===== src/rtl/tte_pkg.sv =====
// Shared types and constants for the tap tempo estimator.
package tte_pkg;

  localparam int unsigned TAP_W         = 32;
  localparam int unsigned TIMEOUT_W     = 16;
  localparam int unsigned BPM_W         = 18;
  localparam int unsigned DIVISOR_W     = 31;
  localparam int unsigned BPM_PER_SPAN  = 60000;
  localparam int unsigned BPM_MAX       = 262143;
  localparam logic [TIMEOUT_W-1:0] TIMEOUT_RESET = 16'd3000;

  typedef enum logic [1:0] {
    ST_IDLE,
    ST_CALC,
    ST_DIV,
    ST_PUSH
  } tte_state_t;

  typedef struct packed {
    logic accept;
    logic calc;
    logic div_step;
    logic push;
  } tte_cmd_t;

  typedef struct packed {
    logic div_done;
  } tte_sts_t;

endpackage


===== src/rtl/tte_ctrl.sv =====
// Sequencing state machine and result handshake for the tap tempo estimator.
module tte_ctrl (
  input  logic              clk,
  input  logic              rst_n,
  input  logic              in_valid,
  output logic              in_stall,
  output logic              out_valid,
  input  logic              out_stall,
  input  tte_pkg::tte_sts_t sts,
  output tte_pkg::tte_cmd_t cmd
);

  tte_pkg::tte_state_t state_r;
  tte_pkg::tte_state_t state_nxt;
  logic                out_valid_r;
  logic                out_valid_nxt;
  logic                can_push;

  assign can_push = !out_valid_r || !out_stall;

  always_comb begin
    state_nxt = state_r;
    unique case (state_r)
      tte_pkg::ST_IDLE: begin
        if (in_valid) state_nxt = tte_pkg::ST_CALC;
      end
      tte_pkg::ST_CALC: state_nxt = tte_pkg::ST_DIV;
      tte_pkg::ST_DIV: begin
        if (sts.div_done) state_nxt = tte_pkg::ST_PUSH;
      end
      tte_pkg::ST_PUSH: begin
        if (can_push) state_nxt = tte_pkg::ST_IDLE;
      end
      default: state_nxt = tte_pkg::ST_IDLE;
    endcase
  end

  always_comb begin
    cmd      = '0;
    in_stall = 1'b1;
    unique case (state_r)
      tte_pkg::ST_IDLE: begin
        in_stall   = 1'b0;
        cmd.accept = in_valid;
      end
      tte_pkg::ST_CALC: cmd.calc     = 1'b1;
      tte_pkg::ST_DIV:  cmd.div_step = 1'b1;
      tte_pkg::ST_PUSH: cmd.push     = can_push;
      default: cmd = '0;
    endcase
  end

  always_comb begin
    out_valid_nxt = out_valid_r;
    if (cmd.push) begin
      out_valid_nxt = 1'b1;
    end else if (out_valid_r && !out_stall) begin
      out_valid_nxt = 1'b0;
    end
  end

  always_ff @(posedge clk) begin
    if (!rst_n) begin
      state_r     <= tte_pkg::ST_IDLE;
      out_valid_r <= 1'b0;
    end else begin
      state_r     <= state_nxt;
      out_valid_r <= out_valid_nxt;
    end
  end

  assign out_valid = out_valid_r;

endmodule


===== src/rtl/tte_dp.sv =====
// Tap history, interval span, bit-serial divider and result register.
module tte_dp #(
  parameter int unsigned QUEUE_LEN = 4
) (
  input  logic                            clk,
  input  logic                            rst_n,
  input  logic                            cfg_wr_en,
  input  logic [tte_pkg::TIMEOUT_W-1:0]   cfg_wr_data,
  input  logic [tte_pkg::TAP_W-1:0]       in_tap_time_ms,
  output logic [tte_pkg::BPM_W-1:0]       out_tempo_bpm,
  input  tte_pkg::tte_cmd_t               cmd,
  output tte_pkg::tte_sts_t               sts
);

  localparam int unsigned DIVIDEND = tte_pkg::BPM_PER_SPAN * (QUEUE_LEN - 1);
  localparam int unsigned DW       = $clog2(DIVIDEND + 1);
  localparam int unsigned CW       = $clog2(DW);
  localparam int unsigned DVW      = tte_pkg::DIVISOR_W;

  logic [tte_pkg::TAP_W-1:0]     hist_r [QUEUE_LEN];
  logic [tte_pkg::TIMEOUT_W-1:0] timeout_r;
  logic [tte_pkg::TAP_W-1:0]     gap;
  logic                          restart;
  logic [tte_pkg::TAP_W-1:0]     span;
  logic                          full;
  logic                          zero_nxt;
  logic                          zero_r;
  logic [DVW-1:0]                divisor_r;
  logic [DVW-1:0]                rem_r;
  logic [DVW-1:0]                rem_nxt;
  logic [DW-1:0]                 quo_r;
  logic [DVW:0]                  trial;
  logic                          ge;
  logic [CW-1:0]                 cnt_r;
  logic [31:0]                   quo_ext;
  logic [tte_pkg::BPM_W-1:0]     bpm_nxt;
  logic [tte_pkg::BPM_W-1:0]     tempo_r;

  assign gap     = in_tap_time_ms - hist_r[QUEUE_LEN-1];
  assign restart = gap > {{(tte_pkg::TAP_W - tte_pkg::TIMEOUT_W){1'b0}}, timeout_r};

  // The wrapped intervals telescope, so their sum is newest minus oldest.
  assign span = hist_r[QUEUE_LEN-1] - hist_r[0];

  always_comb begin
    full = 1'b1;
    for (int i = 0; i < QUEUE_LEN - 1; i++) begin
      if (hist_r[i] == '0) full = 1'b0;
    end
  end

  assign zero_nxt = !full || (span == '0) || span[tte_pkg::TAP_W-1];

  assign trial   = {rem_r, quo_r[DW-1]};
  assign ge      = trial >= {1'b0, divisor_r};
  assign rem_nxt = ge ? DVW'(trial - {1'b0, divisor_r}) : trial[DVW-1:0];

  assign quo_ext = 32'(quo_r);
  always_comb begin
    if (zero_r) begin
      bpm_nxt = '0;
    end else if (quo_ext > 32'(tte_pkg::BPM_MAX)) begin
      bpm_nxt = tte_pkg::BPM_W'(tte_pkg::BPM_MAX);
    end else begin
      bpm_nxt = quo_ext[tte_pkg::BPM_W-1:0];
    end
  end

  always_ff @(posedge clk) begin
    if (!rst_n) begin
      timeout_r <= tte_pkg::TIMEOUT_RESET;
      for (int i = 0; i < QUEUE_LEN; i++) hist_r[i] <= '0;
    end else begin
      if (cfg_wr_en) timeout_r <= cfg_wr_data;
      if (cmd.accept) begin
        for (int i = 0; i < QUEUE_LEN - 1; i++) begin
          hist_r[i] <= restart ? '0 : hist_r[i+1];
        end
        hist_r[QUEUE_LEN-1] <= in_tap_time_ms;
      end
    end
  end

  always_ff @(posedge clk) begin
    if (cmd.calc) begin
      zero_r    <= zero_nxt;
      divisor_r <= span[DVW-1:0];
      rem_r     <= '0;
      quo_r     <= DW'(DIVIDEND);
      cnt_r     <= CW'(DW - 1);
    end else if (cmd.div_step) begin
      rem_r <= rem_nxt;
      quo_r <= {quo_r[DW-2:0], ge};
      cnt_r <= cnt_r - 1'b1;
    end
    if (cmd.push) tempo_r <= bpm_nxt;
  end

  assign sts.div_done  = (cnt_r == '0);
  assign out_tempo_bpm = tempo_r;

endmodule


===== src/rtl/tap_tempo_estimator.sv =====
// Top level of the tap tempo estimator.
// Each accepted tap updates a short history of timestamps and yields one tempo item.
// After an accepted tap the span is registered in the calc state, the restoring divider
// works through the DW = ceil(log2(60000*(QUEUE_LEN-1)+1)) dividend bits, and the result
// register is loaded in the push state; only then is the input free again.
// The divider gives one quotient bit per cycle; no tap is taken while one is in work.
// A new tap is taken while a finished tempo still waits on out_stall; the next result
// is held back only if the previous one has not been taken when the divider finishes,
// and while it is held back the next tap is not taken.
module tap_tempo_estimator #(
  parameter int unsigned QUEUE_LEN = 4
) (
  input  logic                          clk,
  input  logic                          rst_n,
  input  logic                          cfg_wr_en,
  input  logic [tte_pkg::TIMEOUT_W-1:0] cfg_wr_data,
  input  logic                          in_valid,
  output logic                          in_stall,
  input  logic [tte_pkg::TAP_W-1:0]     in_tap_time_ms,
  output logic                          out_valid,
  input  logic                          out_stall,
  output logic [tte_pkg::BPM_W-1:0]     out_tempo_bpm
);

  tte_pkg::tte_cmd_t cmd;
  tte_pkg::tte_sts_t sts;

  tte_ctrl u_ctrl (
    .clk       (clk),
    .rst_n     (rst_n),
    .in_valid  (in_valid),
    .in_stall  (in_stall),
    .out_valid (out_valid),
    .out_stall (out_stall),
    .sts       (sts),
    .cmd       (cmd)
  );

  tte_dp #(
    .QUEUE_LEN (QUEUE_LEN)
  ) u_dp (
    .clk            (clk),
    .rst_n          (rst_n),
    .cfg_wr_en      (cfg_wr_en),
    .cfg_wr_data    (cfg_wr_data),
    .in_tap_time_ms (in_tap_time_ms),
    .out_tempo_bpm  (out_tempo_bpm),
    .cmd            (cmd),
    .sts            (sts)
  );

endmodule


===== config.mk =====
export PLATFORM = sky130hd
export DESIGN_NAME = tap_tempo_estimator
export DESIGN_NICKNAME = d
export VERILOG_FILES = /design/src/rtl/tte_pkg.sv /design/src/rtl/tte_ctrl.sv /design/src/rtl/tte_dp.sv /design/src/rtl/tap_tempo_estimator.sv
export SDC_FILE = /design/constraint.sdc
export NUM_CORES = 1
export LEC_CHECK = 0
export BUFFER_PORTS_ARGS = -buffer_cell sky130_fd_sc_hd__buf_2
export CAP_MARGIN = 25
export CORE_MARGIN = 8
export CORE_UTILIZATION = 60
export CTS_CLUSTER_DIAMETER = 30
export DETAILED_ROUTE_END_ITERATION = 10
export PLACE_DENSITY = 0.78
export SLEW_MARGIN = 20
export SYNTH_ARGS = -nofsm -noshare
export SYNTH_HDL_FRONTEND = slang
export SYNTH_SLANG_ARGS = --single-unit
export TNS_END_PERCENT = 10

===== constraint.sdc =====
create_clock -name clk -period 25.5 [get_ports clk]
set_clock_uncertainty 0.2 [all_clocks]
set_input_delay 2.55 -clock clk [delete_from_list [all_inputs] [get_ports clk]]
set_output_delay 2.55 -clock clk [all_outputs]
set_load 0.005 [all_outputs]

==> reports/qor.txt, run 1 <==
==============================================================================
RePlAce Congestion                                                      0.9429
Vertical extent of the die                                            178.2 um
Count of yosys warnings during synthesis                                     0
Max-slew violation count                                                     0
VDD IR max                                                           0.1048 mV
Buffer cell driving the clock tree root                              clkbuf_16
Overall routed net length                                             35490 um
Synthesized-area fraction occupied by and/or/nand/nor cells             20.30%
Post-detailed-route wirelength per cell                               16.66 um
Post-CTS resize count                                                        0
CTS buffer count                                                            50
Largest fanout on the critical path                                         96
Cell type with the highest aggregate area in the netlist              edfxtp_1
Endpoint required time on the critical path                           25.66 ns
Number of hold-repair buffers added at the cts stage                         0
Average instance area after synthesis                                9.292 um2
Top-area cell type share of the netlist area                            33.86%
Clock Sink Count                                                           251
Largest buffer count on any clock path                                       3
Arrival time of data at the critical path endpoint                     6.66 ns
Number of different library cells in the post-synthesis netlist             74
Post-CTS Setup Inserts                                                       0
Cell types with the highest counts after synthesis                edfxtp_1, inv_1, nor3_1
Power Density                                                     124.2 mW/mm2
Setup violation total in the final timing report                             0
Relative slew slack                                                     37.43%
Post-route total power                                                2.248 mW
CTS tree                                                                   yes
Delay of the slowest cell on the worst path                            0.43 ns
HPWL after DPL                                                        24540 um
Skew-Pair Late Insertion Delay                                         0.56 ns
Count of flip-flops with a built-in enable after synthesis                 178
Synthesized net count                                                     1870
Worst slew pin tran                                                  0.9385 ns
Count leader, synth                                                   edfxtp_1
First-pass GRT wire length                                            58450 um
Post-Route Setup TNS                                                      0 ns
Result of the run                                                 finished, final reports clean
Top-level I/O count                                                         73
Worst Setup Path Type                                                   in2reg
Count of fill cells added during filler insertion                         1980
Overall track demand over capacity in global routing                    22.31%
Final worst-path setup slack                                          19.01 ns
Buffering stage count on the worst path with inverters included              3
Global route total overflow                                                  0
Post-synth ARST share                                                       0%
Max-cap violations                                                           0
Standard cell core area                                            0.02598 mm2
Proportion of layout cells with a drive suffix above 1                  10.58%
Largest family of logic cells by synthesized area                 simple AND/OR/NAND/NOR gates
Minimum clock period after layout                                     6.494 ns
Slowest library cell on the worst path                                   buf_4
Total die area                                                     0.03176 mm2
PortBufs                                                                    72
# DRC                                                                        0
Via count of the first global-routing pass                               12390
Final Hold Viols                                                             0
Synth Area in Compound Gates                                            15.12%
Via Count                                                                12630
Die X-Extent                                                          178.2 um
Post-Place Setup Slack                                                18.55 ns
Xor/xnor share of the synthesized area                                  3.883%
Starting Density                                                        60.76%
First-pass iteration count of the detailed router                            5
Setup slack of the worst register-to-register path                    20.62 ns
Post-layout util                                                        69.63%
Most area-consuming cells after synthesis                         edfxtp_1, dfxtp_1, ha_1
Syn Inst Count                                                            1699
Maximum clock rate                                                  0.1540 GHz
Antenna violations before repair                                             0
Average vias per placed instance                                         5.930
Antenna violation net count after detailed routing                           0
Row count                                                                   59
Final period util                                                       25.47%
Critical-path cell list                                           buf_2, inv_1, ha_1, fa_1, nor2b_1, o21ai_1, a21oi_1, nor3_1, o22ai_1, o21a_1, nor2_1, xnor2_1, ha_1, nor2b_1, o21ai_0, o2111ai_1, a21oi_1, o211ai_1, nor4_1, nand4_1, buf_4, nor3_1
Worst hold path class                                                  reg2reg
Synth Cell Area                                                    0.01579 mm2
Area growth from synthesis to layout                                    14.61%
Number of diodes added for antenna fixing                                    0
Kind of end point of the critical path                                    flop
Post-route worst hold slack                                          0.2941 ns
Main synth FF type                                                    edfxtp_1
Leakage dissipation                                                   7.172 nW
Maximum level of the CTS H-tree                                              2
Cell family with the largest share of critical-path delay         compound AO/OA/AOI/OAI gates
Largest net degree at the start of global routing                           97
Kind of launch point of the worst setup path                      primary input
RSZ-0062 raised after global routing                                        no
Iter 0 DRT Violations                                                      835
Multiplexer share of the synthesized area                               2.354%
Synthesized-area fraction occupied by adder cells                       9.494%
Total of flip-flops plus latches after synthesis                           251
Clock transition at path regs                                          0.05 ns
Post-synthesis sequential area ratio                                    43.11%
Total Nets Final                                                          1924
==============================================================================
-- per-layer routing --
layer	wire, um	up-vias	global-route usage [%]
li1	-	6309	-
met1	15030	5927	27.12
met2	17540	321	39.26
met3	1924	74	3.535
met4	989	0	8.440
met5	0	-	0
-- kinds of logic after synthesis --
group,Yosys count
AO/OA/AOI/OAI,356
adder cells (fa/ha/maj),118
flip-flops,251
AND/OR/NAND/NOR,633
buffers and inverters,234
XOR/XNOR,70
multiplexers,37
-- path summary, 6_finish.rpt --
check                                   startpoint                               end  cells past startpoint
setup / recovery                 in_tap_time_ms[0]  u_dp.hist_r[0][89]$_SDFFCE_PN0P_                     22
hold / removal      u_dp.timeout_r[3]$_SDFFE_PN1P_    u_dp.timeout_r[3]$_SDFFE_PN1P_                      2
setup reg to reg  u_dp.hist_r[0][96]$_SDFFCE_PN0P_  u_dp.hist_r[0][89]$_SDFFCE_PN0P_                     20
hold reg to reg     u_dp.timeout_r[3]$_SDFFE_PN1P_    u_dp.timeout_r[3]$_SDFFE_PN1P_                      2
-- cell usage in the layout (no fill, tap or decap), drive strengths merged, types with 15 or more instances in the layout --
cell    synthesis  final
nand2b         19     19
nand2          94     94
a21o           40     40
nor3          125    125
nor2b          36     36
nand3         108    108
xnor2          41     41
inv           151    156
o211ai         17     17
nor2          105    105
clkinv          1     15
and2           46     46
a21oi          75     75
nor4           32     32
ha            115    115
mux2i          36     36
xor2           29     29
buf            26     84
edfxtp        178    178
a211oi         40     40
o21ai          76     76
dfxtp          73     73
clkbuf         56     63
nand4          27     27
-- sequential cells by signal, indices dropped and copies added, names as in the netlist, 2 cells and up --
| name | flops |
|---|---|
| u_ctrl.state_r | 2 |
| u_dp.cnt_r | 5 |
| u_dp.divisor_r | 31 |
| u_dp.hist_r | 128 |
| u_dp.out_tempo_bpm | 18 |
| u_dp.quo_r | 18 |
| u_dp.rem_r | 31 |
| u_dp.timeout_r | 16 |
-- stage by stage --
stage	instances	cell area (um2)
after floorplan	1699	15790
after global placement	2036	16370
after detailed placement	2036	16370
after CTS	2130	18090
after global routing	2130	18090
final	2130	18090
-- worst reg2reg max path, cell delays in order (launching register included) --
cell and delay, ns:
edfxtp_1 0.47, ha_1 0.26, fa_1 0.41, nor2b_1 0.13
o21ai_1 0.09, a21oi_1 0.30, nor3_1 0.14, o22ai_1 0.25
o21a_1 0.15, nor2_1 0.04, xnor2_1 0.13, ha_1 0.29
nor2b_1 0.13, o21ai_0 0.15, o2111ai_1 0.13, a21oi_1 0.13
o211ai_1 0.11, nor4_1 0.22, nand4_1 0.14, buf_4 0.43
nor3_1 0.39
-- layout make-up --
class / count / area [um2] / area share, %
clock buffer: 63 / 1371 / 7.579
clock inverter: 31 / 354.1 / 1.957
inverter: 152 / 570.5 / 3.153
multi-input combinational: 1214 / 8122 / 44.89
sequential: 251 / 6807 / 37.62
tap: 335 / 419.2 / 2.317
timing repair buffer: 84 / 450.4 / 2.489
-- where the power goes --
group,leakage [nW],switching (mW),internal (mW),total (mW)
Combinational,3.90,0.586,0.373,0.959
Sequential,2.44,0.0707,0.568,0.639
Clock,0.823,0.216,0.433,0.650
Total,7.17,0.873,1.38,2.25
No activity file was read; power rests on OpenSTA's default activity.
==> run 2: changes to the inputs <==
Settings changed: ABC_AREA set to 1, CORE_UTILIZATION 60 to 57.
Clock period 25.5 ns to 5.2 ns, I/O delays scaled along.
==> reports/qor.txt, run 2 <==
==================================================================================
Result of the run                                                     finished, final reports clean
Arrival time of data at the critical path endpoint                         4.44 ns   -2.22 ns
Count leader, synth                                                        nand2_1
Register with the highest flop count                                   u_dp.hist_r
Synthesized net count                                                         2493   +33%
Minimum clock period after layout                                         4.259 ns
Final std cell area, no fill                                           0.01941 mm2   +7.3%
RePlAce Congestion                                                           1.054   +12%
First-pass iteration count of the detailed router                                7   +2
Clock Sink Count                                                               251   unchanged
Total die area                                                         0.03527 mm2   +11%
Hold path startpoint                                                  cfg_wr_data[1]
Final Hold Viols                                                                 0   unchanged
VDD IR max                                                               0.2869 mV   +170%
Worst Setup Path Type                                                      reg2reg
Total Nets Final                                                              2594   +35%
Post-synth ARST share                                                           0%   unchanged
Row count                                                                       63   +6.8%
Total of flip-flops plus latches after synthesis                               251   unchanged
Net switching fraction of the power                                         38.15%   -0.67 points
Endpoint of the worst hold-timing path                                u_dp.timeout_r[1]$_SDFFE_PN0P_
Post-CTS resize count                                                            0   unchanged
Post-detailed-placement cell area                                      0.01759 mm2   +7.5%
Overall track demand over capacity in global routing                        24.58%   +2.3 points
# DRC                                                                            0   unchanged
Uppermost metal layer occupied by signal nets                                 met4
Count of yosys warnings during synthesis                                         0   unchanged
Max-slew violation count                                                         0   unchanged
Leading cell type in the layout, fill and taps excluded                    nand2_1
Switching component of the power                                          3.650 mW   +320%
Global route total overflow                                                      0   unchanged
Most area-consuming cells after synthesis                             edfxtp_1, nand2_1, inv_1
Post-detailed-route wirelength per cell                                   15.26 um   -8.4%
Final period util                                                           81.90%
Overall routed net length                                                 43540 um   +23%
Endpoint required time on the critical path                                5.39 ns   -20.27 ns
Clk network pwr share                                                        33.9%   +5.0 points
Routed wire length on met2                                                21930 um   +25%
First-pass GRT wire length                                                71050 um   +22%
Vertical extent of the die                                                187.8 um   +5.4%
PortBufs                                                                        72   unchanged
Worst hold path class                                                       in2reg
Post-Place Setup Slack                                                   0.7973 ns   -17.75 ns
Antenna violations before repair                                                 0   unchanged
Largest buffer count on any clock path                                           3   unchanged
Buffering stage count on the worst path with inverters included                  2   -1
CTS tree                                                                       yes
Hold-critical path depth                                                         3   +1
Most frequent cells in the layout                                     nand2_1, inv_1, nor2_1
Power Density                                                         492.8 mW/mm2   +300%
Starting Density                                                            57.38%   -3.4 points
CTS buffer count                                                                50   unchanged
Cell type with the highest aggregate area in the netlist                  edfxtp_1
Cell types with the highest counts after synthesis                    nand2_1, inv_1, nor2_1
Worst R2R End                                                         u_dp.hist_r[0][27]$_SDFFCE_PN0P_
Delay of the slowest cell on the worst path                                0.53 ns   +0.10 ns
Cell family with the largest share of critical-path delay             simple AND/OR/NAND/NOR gates
Final worst-path setup slack                                             0.9412 ns   -18.06 ns
Slowest library cell on the worst path                                    edfxtp_1
Post-Route Setup TNS                                                          0 ns   unchanged
Top-area cell type share of the netlist area                                31.77%   -2.1 points
Maximum clock rate                                                      0.2348 GHz
Count of flip-flops with a built-in enable after synthesis                     178   unchanged
Via count of the first global-routing pass                                   14950   +21%
Largest registers                                                     u_dp.hist_r: 128 flops, u_dp.divisor_r: 31 flops, u_dp.rem_r: 31 flops
Max-cap violations                                                               0   unchanged
Combinational Power Share                                                    35.6%   -7.1 points
Synth Cell Area                                                        0.01683 mm2   +6.6%
Worst R2R Start                                                       u_dp.hist_r[0][97]$_SDFFCE_PN0P_
Top-level I/O count                                                             73   unchanged
Worst slew pin tran                                                      0.9594 ns   +0.02089 ns
Skew-Pair Late Insertion Delay                                             0.56 ns   about the same
Post-layout util                                                            66.21%   -3.4 points
Area growth from synthesis to layout                                        15.38%
Maximum level of the CTS H-tree                                                  2   unchanged
Syn Inst Count                                                                2322   +37%
Proportion of layout cells with a drive suffix above 1                      9.501%   -1.1 points
Flip-flop count of the largest register, all copies and words added            128   unchanged
Largest fanout on the critical path                                             96   unchanged
Setup violation total in the final timing report                                 0   unchanged
Number of diodes added for antenna fixing                                        0   unchanged
Setup slack of the worst register-to-register path                         0.94 ns   -19.68 ns
HPWL after DPL                                                            33600 um   +37%
Clock transition at path regs                                              0.05 ns   about the same
Internal power                                                            5.916 mW   +330%
Standard cell core area                                                0.02932 mm2   +13%
Most frequent cell on the critical path                                    nand2_1
Average vias per placed instance                                             5.150   -13%
Iter 0 DRT Violations                                                          934   +12%
Part of the total power dissipated in sequential elements                    30.5%   +2.1 points
Logic depth of the worst register-to-register path                              21   +5.0%
Kind of end point of the critical path                                        flop
Antenna violation net count after detailed routing                               0   unchanged
Kind of launch point of the worst setup path                                  flop
Buffer cell driving the clock tree root                                  clkbuf_16
Met1 wire length                                                          17940 um   +19%
Largest net degree at the start of global routing                              129   +33%
Average instance area after synthesis                                    7.246 um2   -22%
RSZ-0062 raised after global routing                                            no
Relative slew slack                                                         35.97%   -1.5 points
Post-synthesis sequential area ratio                                        40.45%   -2.7 points
Die X-Extent                                                              187.8 um   +5.4%
Main synth FF type                                                        edfxtp_1
Post-route total power                                                    9.566 mW   +330%
Via Count                                                                    14690   +16%
Leakage dissipation                                                       9.581 nW   +34%
Met3 routed wirelength                                                     1674 um   -13%
Critical-path cell list                                               inv_1, ha_1, nand3_1, nand3_1, nand2_1, nand2_1, nand2_1, nand2_1, xor2_1, ha_1, nand2_1, nor4_1, nand3_1, nand2_1, nand3_1, nor2_1, nand2_1, nor2_1, nand4_4, buf_12, nor2_1
Number of different library cells in the post-synthesis netlist                 39   -47%
==================================================================================
[run 2: changes by cell type after synthesis, moves of 28 or more]
cell,before,now
nand2_1,94,600
inv_1,151,461
nor2_1,105,273
nor3_1,125,23
a21oi_1,75,136
and2_1,45,2
nor2_2,0,41
a211oi_1,40,3
mux2i_1,36,0
nor2b_1,36,0
xnor2_1,41,6
a21o_1,40,6
clkbuf_1,56,28
[run 2: power by group through the flow]
stage | clock (mW) | combinational (mW) | sequential (mW)
after floorplan | 0 | 2.54 | 2.88
after global placement | 0 | 3.30 | 2.92
after detailed placement | 0 | 3.35 | 2.94
after CTS | 3.28 | 3.39 | 2.91
after global routing | 3.39 | 3.89 | 2.95
final | 3.24 | 3.41 | 2.92
[run 2: metal layers]
layer / up-vias / track usage, %
met5: - / 0
met4: 0 / 11.52
met1: 6615 / 27.40
met3: 119 / 3.678
li1: 7603 / -
met2: 357 / 45.35
[run 2: cell families (layout without fill, tap and decap cells)]
family | count (synthesis) | count (layout) | synth area share [%]
adder cells (fa/ha/maj) | 118 | 118 | 8.908
XOR/XNOR | 41 | 41 | 2.134
AO/OA/AOI/OAI | 277 | 277 | 8.938
buffers and inverters | 523 | 664 | 11.93
AND/OR/NAND/NOR | 1112 | 1112 | 27.64
flip-flops | 251 | 251 | 40.45
[run 2: through the flow]
step	hold WS [ns]	instances
detailed placement	0.2585	2753
CTS	0.02591	2853
global placement	0.2490	2753
global route	0.06724	2853
floorplan	0.2347	2322
finish	0.04296	2853
[run 2: repair_timing]
action                                 4_1_cts  5_1_grt
setup buffers                                0        0
endpoints found under the hold margin        8        0
hold buffers                                 8        0
[run 2: final cells by class]
cell class / count / area (um2)
clock inverter: 37 / 444.2
clock buffer: 55 / 1301
sequential: 251 / 6807
timing repair buffer: 87 / 518.0
tap: 390 / 488.0
inverter: 485 / 1821
multi-input combinational: 1548 / 8035
fill: 2485 / 9910
[run 2: worst max-delay path by stage]
stage / from / end / slack [ns] / cells past startpoint
after floorplan: u_ctrl.state_r[0]$_SDFFE_PN0P_ / u_dp.hist_r[0][0]$_SDFFCE_PN0P_ / 0.56 / 4
after global placement: in_tap_time_ms[0] / u_dp.hist_r[0][2]$_SDFFCE_PN0P_ / 0.92 / 24
after detailed placement: in_tap_time_ms[0] / u_dp.hist_r[0][27]$_SDFFCE_PN0P_ / 0.80 / 24
after CTS: u_dp.hist_r[0][97]$_SDFFCE_PN0P_ / u_dp.hist_r[0][27]$_SDFFCE_PN0P_ / 0.95 / 21
after global routing: u_dp.hist_r[0][97]$_SDFFCE_PN0P_ / u_dp.hist_r[0][16]$_SDFFCE_PN0P_ / 0.70 / 21
final: u_dp.hist_r[0][97]$_SDFFCE_PN0P_ / u_dp.hist_r[0][27]$_SDFFCE_PN0P_ / 0.94 / 21
[run 2: worst register-to-register path: stages (launching register included)]
cell	delay, ns
edfxtp_1	0.53
inv_1	0.13
ha_1	0.31
nand3_1	0.09
nand3_1	0.19
nand2_1	0.12
nand2_1	0.14
nand2_1	0.10
nand2_1	0.09
xor2_1	0.17
ha_1	0.30
nand2_1	0.08
nor4_1	0.36
nand3_1	0.13
nand2_1	0.10
nand3_1	0.11
nor2_1	0.12
nand2_1	0.06
nor2_1	0.16
nand4_4	0.12
buf_12	0.26
nor2_1	0.22
